### src/rtl/assert_macros.svh
// assertion helpers for the timer bank
`ifndef ASSERT_MACROS_SVH
`define ASSERT_MACROS_SVH
`define ASSERT_CLK(lbl, prop, msg) \
  lbl: assert property (@(posedge clk) disable iff (rst) (prop)) else $error(msg);
`define ASSERT_CLK_RST(lbl, prop, msg) \
  lbl: assert property (@(posedge clk) (prop)) else $error(msg);
`endif

### src/rtl/swcb_pkg.sv
// ----------------------------------------------------------------------------
// swcb_pkg
// types and constants shared by the timer bank modules
// ----------------------------------------------------------------------------
package swcb_pkg;
  localparam int NUM_TIMERS_DEF = 64;
  localparam int TW = 40;

  typedef enum logic [2:0] {
    OP_CREATE = 3'd0, OP_PAUSE = 3'd1, OP_RESUME = 3'd2,
    OP_REMOVE = 3'd3, OP_CLEAR = 3'd4, OP_READ = 3'd5
  } op_t;

  localparam logic [1:0] ST_OK       = 2'd0;
  localparam logic [1:0] ST_FINISHED = 2'd1;
  localparam logic [1:0] ST_INACTIVE = 2'd2;
  localparam logic [1:0] ST_REJECTED = 2'd3;

  localparam logic [1:0] MODE_UP     = 2'd0;
  localparam logic [1:0] MODE_DOWN   = 2'd1;
  localparam logic [1:0] MODE_PAUSED = 2'd2;

  localparam logic [TW-1:0] SEC_YEAR  = TW'(365 * 86400);
  localparam logic [TW-1:0] SEC_MONTH = TW'(30 * 86400);
  localparam logic [TW-1:0] SEC_DAY   = TW'(86400);
  localparam logic [TW-1:0] SEC_HOUR  = TW'(3600);

  // one queued request
  typedef struct packed {
    logic [2:0]    op;
    logic [5:0]    slot;
    logic [TW-1:0] now;
    logic          cd;
    logic [TW-1:0] tgt;
  } req_t;

  typedef struct packed {
    logic [1:0]  status;
    logic [1:0]  mode;
    logic [15:0] years;
    logic [3:0]  months;
    logic [4:0]  days;
    logic [4:0]  hours;
    logic [5:0]  minutes;
    logic [5:0]  seconds;
    logic [6:0]  entry_count;
  } rsp_t;
endpackage

### src/rtl/swcb_if.sv
// ----------------------------------------------------------------------------
// swcb_req_if / swcb_rsp_if
// valid/ready channels for requests and results
// ----------------------------------------------------------------------------
interface swcb_req_if;
  import swcb_pkg::*;
  logic          valid;
  logic          ready;
  logic [2:0]    operation;
  logic [5:0]    slot;
  logic [TW-1:0] now_seconds;
  logic          countdown;
  logic [TW-1:0] target_seconds;
  modport source (output valid, operation, slot, now_seconds, countdown,
                  target_seconds, input ready);
  modport sink (input valid, operation, slot, now_seconds, countdown,
                target_seconds, output ready);
endinterface


### src/rtl/swcb_front.sv
// ----------------------------------------------------------------------------
// swcb_front
// accepts requests and holds them in a two-entry queue for the back end
// ----------------------------------------------------------------------------
module swcb_front
  import swcb_pkg::*;
(
  input  logic       clk,
  input  logic       rst,
  swcb_req_if.sink   req,
  output logic       q_valid,
  output req_t       q_data,
  input  logic       q_pop
);
  req_t       mem [2];
  logic       wp, rp;
  logic [1:0] cnt;

  assign req.ready = (cnt != 2'd2);
  assign q_valid   = (cnt != 2'd0);
  assign q_data    = mem[rp];

  // queue storage
  always_ff @(posedge clk) begin
    if (req.valid && req.ready) begin
      mem[wp] <= '{op: req.operation, slot: req.slot, now: req.now_seconds,
                   cd: req.countdown, tgt: req.target_seconds};
    end
  end

  // pointers and fill
  always_ff @(posedge clk) begin
    if (rst) begin
      wp <= 1'b0; rp <= 1'b0; cnt <= 2'd0;
    end else begin
      if (req.valid && req.ready) wp <= ~wp;
      if (q_pop) rp <= ~rp;
      cnt <= cnt + 2'(req.valid && req.ready) - 2'(q_pop);
    end
  end
endmodule

### src/flat_wrapper.sv
// flat-port wrapper written by rule: the top's interface ports become plain ports
module swcb_front_flat import swcb_pkg::*;
  (clk, rst, q_valid, q_data, q_pop, req_valid, req_operation, req_slot, req_now_seconds, req_countdown, req_target_seconds, req_ready);
  swcb_req_if req_i ();
  input  logic clk;
  input  logic rst;
  output logic q_valid;
  output req_t q_data;
  input  logic q_pop;
  input wire logic [$bits(req_i.valid)-1:0] req_valid;
  input wire logic [$bits(req_i.operation)-1:0] req_operation;
  input wire logic [$bits(req_i.slot)-1:0] req_slot;
  input wire logic [$bits(req_i.now_seconds)-1:0] req_now_seconds;
  input wire logic [$bits(req_i.countdown)-1:0] req_countdown;
  input wire logic [$bits(req_i.target_seconds)-1:0] req_target_seconds;
  output wire logic [$bits(req_i.ready)-1:0] req_ready;
  assign req_i.valid = req_valid;
  assign req_i.operation = req_operation;
  assign req_i.slot = req_slot;
  assign req_i.now_seconds = req_now_seconds;
  assign req_i.countdown = req_countdown;
  assign req_i.target_seconds = req_target_seconds;
  assign req_ready = req_i.ready;
  swcb_front u_core (.clk(clk), .rst(rst), .req(req_i), .q_valid(q_valid), .q_data(q_data), .q_pop(q_pop));
endmodule
### config.mk
export PLATFORM = sky130hd
export DESIGN_NAME = swcb_front_flat
export DESIGN_NICKNAME = d
export VERILOG_FILES = /design/src/rtl/assert_macros.svh /design/src/rtl/swcb_pkg.sv /design/src/rtl/swcb_if.sv /design/src/rtl/swcb_front.sv /design/src/flat_wrapper.sv
export SDC_FILE = /design/constraint.sdc
export NUM_CORES = 1
export LEC_CHECK = 0
export ABC_AREA = 1
export ABC_CLOCK_PERIOD_IN_PS = 9910
export BUFFER_PORTS_ARGS = -buffer_cell sky130_fd_sc_hd__buf_2
export CAP_MARGIN = 20
export CORE_MARGIN = 4
export CORE_UTILIZATION = 57
export CTS_CLUSTER_SIZE = 14
export DETAILED_ROUTE_END_ITERATION = 6
export PLACE_DENSITY = 0.84
export RECOVER_POWER = 100
export SYNTH_ARGS = -nofsm -noshare
export SYNTH_HDL_FRONTEND = slang
export SYNTH_SLANG_ARGS = --single-unit
### constraint.sdc
create_clock -name clk -period 9.91 [get_ports clk]
set_input_delay 1.982 -clock clk [delete_from_list [all_inputs] [get_ports clk]]
set_output_delay 1.982 -clock clk [all_outputs]
set_load 0.01 [all_outputs]
==> flow_summary.json <==
{
  "outcome": "complete, but fails checks",
  "violations": "max-capacitance violations, max-slew violations",
  "clock_sinks": 185,
  "period_minus_slack_ns": 6.45,
  "grt_setup_unrepaired": "no",
  "areaGrowthSynthToFinish_pct": 15.7,
  "crit_path_top_delay_cell": "clkbuf_1",
  "critical_path_class": "in2reg",
  "critPathMaxFanout": 73,
  "clock_tree.root_cell": "clkbuf_16",
  "grt_overflow": 0,
  "routed_wl_mm": 12.7,
  "initial_utilization": 0.589,
  "vdd_ir_drop_max_uv": 149,
  "number_of_global_route_vias_before_repair": 3839,
  "yosys_warnings": 0,
  "syn-num-nets": 405,
  "detail_route.first_pass.iterations": 4,
  "place.port_buffers": 185,
  "average_routed_wire_per_standard_cell_microns": 18.5,
  "layout.nets": 602,
  "clock_tree_from_tritoncts": "done",
  "vias_per_cell": 5.03,
  "n_fill_cell": 888,
  "cellPowerDensity_nw_per_um2": 219,
  "crit_path_cell_trace": "clkbuf_1, nand2_1, nor2_1, clkbuf_1",
  "htree_levels": 4,
  "pin_count_of_the_biggest_net_entering_global_routing": 74,
  "critPathArrivalTime_ns": 6.37,
  "drc": 0,
  "worst-endpoint-required_ns": 9.83,
  "yosysSeqAreaShare": 0.768,
  "ant_nets": 0,
  "drt_iter0_markers": 159,
  "cp.buffers_inverters": 2,
  "mean_cell_area_of_the_mapped_netlist_sq_um": 23.1,
  "gp_routability_congestion": 0.744,
  "cts_max_path_buffers": 2,
  "path_clk_slew_ns": 0.06,
  "holdCritPathClass": "reg2reg",
  "ys_types": 13,
  "critical_path.max_stage_delay_ns": 2.98,
  "postCtsHoldBufs": 0,
  "setup.worst_path.end_class": "flip-flop",
  "worst_pin_slew_ns": 4.15,
  "totalNegativeSetupSlack_ns": 0,
  "count_of_final_hold_check_violations": 0,
  "gr-usage-all-layers": 0.179,
  "yosys_register_bits": 185,
  "rr_endpoint": "u_core.mem[0][18]",
  "hold_path.startpoint": "u_core.wp",
  "setup-violations-final": 0,
  "cellLeakagePower_nw": 3.01,
  "timing.max_slew.rel_slack": -1.77,
  "die_h_microns": 120,
  "diodes": 0,
  "critical_path.startpoint_type": "input port",
  "numCtsBuffers": 17,
  "netlist_area_sq_um": 7170,
  "dp_hpwl_mm": 8.43,
  "report.final.slew_viol_count": 209,
  "regToRegSetupSlack_ns": 4.66,
  "global_route_wire_length_before_repair_mm": 19.4,
  "netlist_top_cells_area": "edfxtp_1 (75%), mux2_4 (19%), buf_12 (2.5%)",
  "final_util": 0.682,
  "synth_top_cell_area_share": 0.754,
  "synth_cells": 310,
  "hold_end": "u_core.wp",
  "max_frequency_mhz": 155,
  "min_path_cells": 2,
  "core_sq_um": 12200,
  "number_of_placement_rows": 40,
  "clock_latency_ns": 0.41,
  "post_cts_buffers": 0,
  "detailroute.via_count": 3463,
  "share_of_the_cycle_needed_by_the_critical_path_after_routing": 0.651,
  "synth_largest_area_cell": "edfxtp_1",
  "design.portCount": 186,
  "die-area_sq_um": 14400,
  "critical_path.most_common_cell": "clkbuf_1",
  "antenna_found_initial": 1,
  "timing.max_cap.violations": 4,
  "drive_above_1_share": 0.319,
  "timing.reg2reg.worst_path_depth": 5,
  "reg2reg_from": "u_core.cnt[0]",
  "final.setup_skew_ns": 0.00404,
  "floorplan.die.width_microns": 120,
  "postCtsResizedCells": 0,
  "cp_top_family": "buffers and inverters"
}
routing by layer:
metal	vias to the layer above	routed length [microns]	track usage
met3	33	1140	0.0730
met2	148	6430	0.302
met5	-	7	0
li1	1605	-	-
met1	1675	4770	0.195
met4	2	378	0.0888
through the flow:
step	hold WS (ns)	total power, mW	instances	setup WS (ns)	area (sq um)
2_1_floorplan	0.475	1.16	310	3.56	7170
3_3_place_gp	0.497	1.24	656	5.67	8150
3_5_place_dp	0.523	1.25	656	5.67	8150
4_1_cts	0.547	1.88	688	5.22	8710
5_1_grt	0.541	1.89	688	2.90	8290
6_report	0.526	1.81	688	3.46	8290
cells in the mapped netlist, drive strengths merged:
| cell | n |
|---|---|
| edfxtp | 180 |
| mux2 | 90 |
| buf | 10 |
| nand2 | 7 |
| nor2 | 7 |
| dfxtp | 5 |
| inv | 5 |
| xnor2 | 2 |
| a21oi | 1 |
| ha | 1 |
| nand3 | 1 |
| or2 | 1 |
report_power, final:
group / total, mW / internal, mW / switching [mW]
sequential: 0.969 / 0.948 / 0.0218
combinational: 0.211 / 0.0843 / 0.126
clock: 0.634 / 0.368 / 0.266
cell families after synthesis:
family                     Yosys count  share of synthesized area
and+or+nand+nor                     16                    0.00891
xor gates and xnor gates             2                    0.00245
muxes                               90                      0.189
buffers and inverters               15                     0.0293
AOI/OAI and AO/OA                    1                   0.000698
adders and majority gates            1                    0.00175
DFF                                185                      0.768
worst reg2reg max path, cell delays in order, from the launching register on:
cell and delay [ns]:
dfxtp_1 0.32, inv_1 0.06, nand2_1 0.10, nand2_1 0.10, nor2_1 1.10, clkbuf_1 2.99
worst max-delay path by stage:
stage                     cells after the start  startpoint                end  slack, ns
final                                         4   req_valid  u_core.mem[0][18]       3.46
after global routing                          4   req_valid   u_core.mem[0][5]       2.90
after CTS                                     3   flip-flop         q_data[49]       5.22
after detailed placement                      3   flip-flop         q_data[49]       5.67
after global placement                        3   flip-flop         q_data[49]       5.67
after floorplan                               2   req_valid   u_core.mem[0][0]       3.56
area by class of cell:
cell class,instances,area (sq um),share of cell area
Sequential cell,185,5510,0.664
Tap cell,168,210,0.0253
Multi-Input combinational cell,110,1120,0.135
Clock inverter,13,130,0.0157
Clock buffer,19,433,0.0522
Timing Repair Buffer,188,876,0.106
Inverter,5,20.0,0.00241
cells in the final DEF (no fill, tap or decap), drive strengths merged:
cell,count
edfxtp,180
dfxtp,5
clkinv,7
xnor2,2
nand3,1
nand2,7
a21oi,1
inv,4
clkbuf,73
buf,134
mux2,90
clkinvlp,5
nor2,7
ha,1
or2,1
bufinv,2
state kept, by name (all words and copies together) (netlist names), named ones only:
register / flops
u_core.rp: 1
u_core.wp: 1
u_core.cnt: 2
u_core.mem: 180
Power figures use the tool's default switching activity.
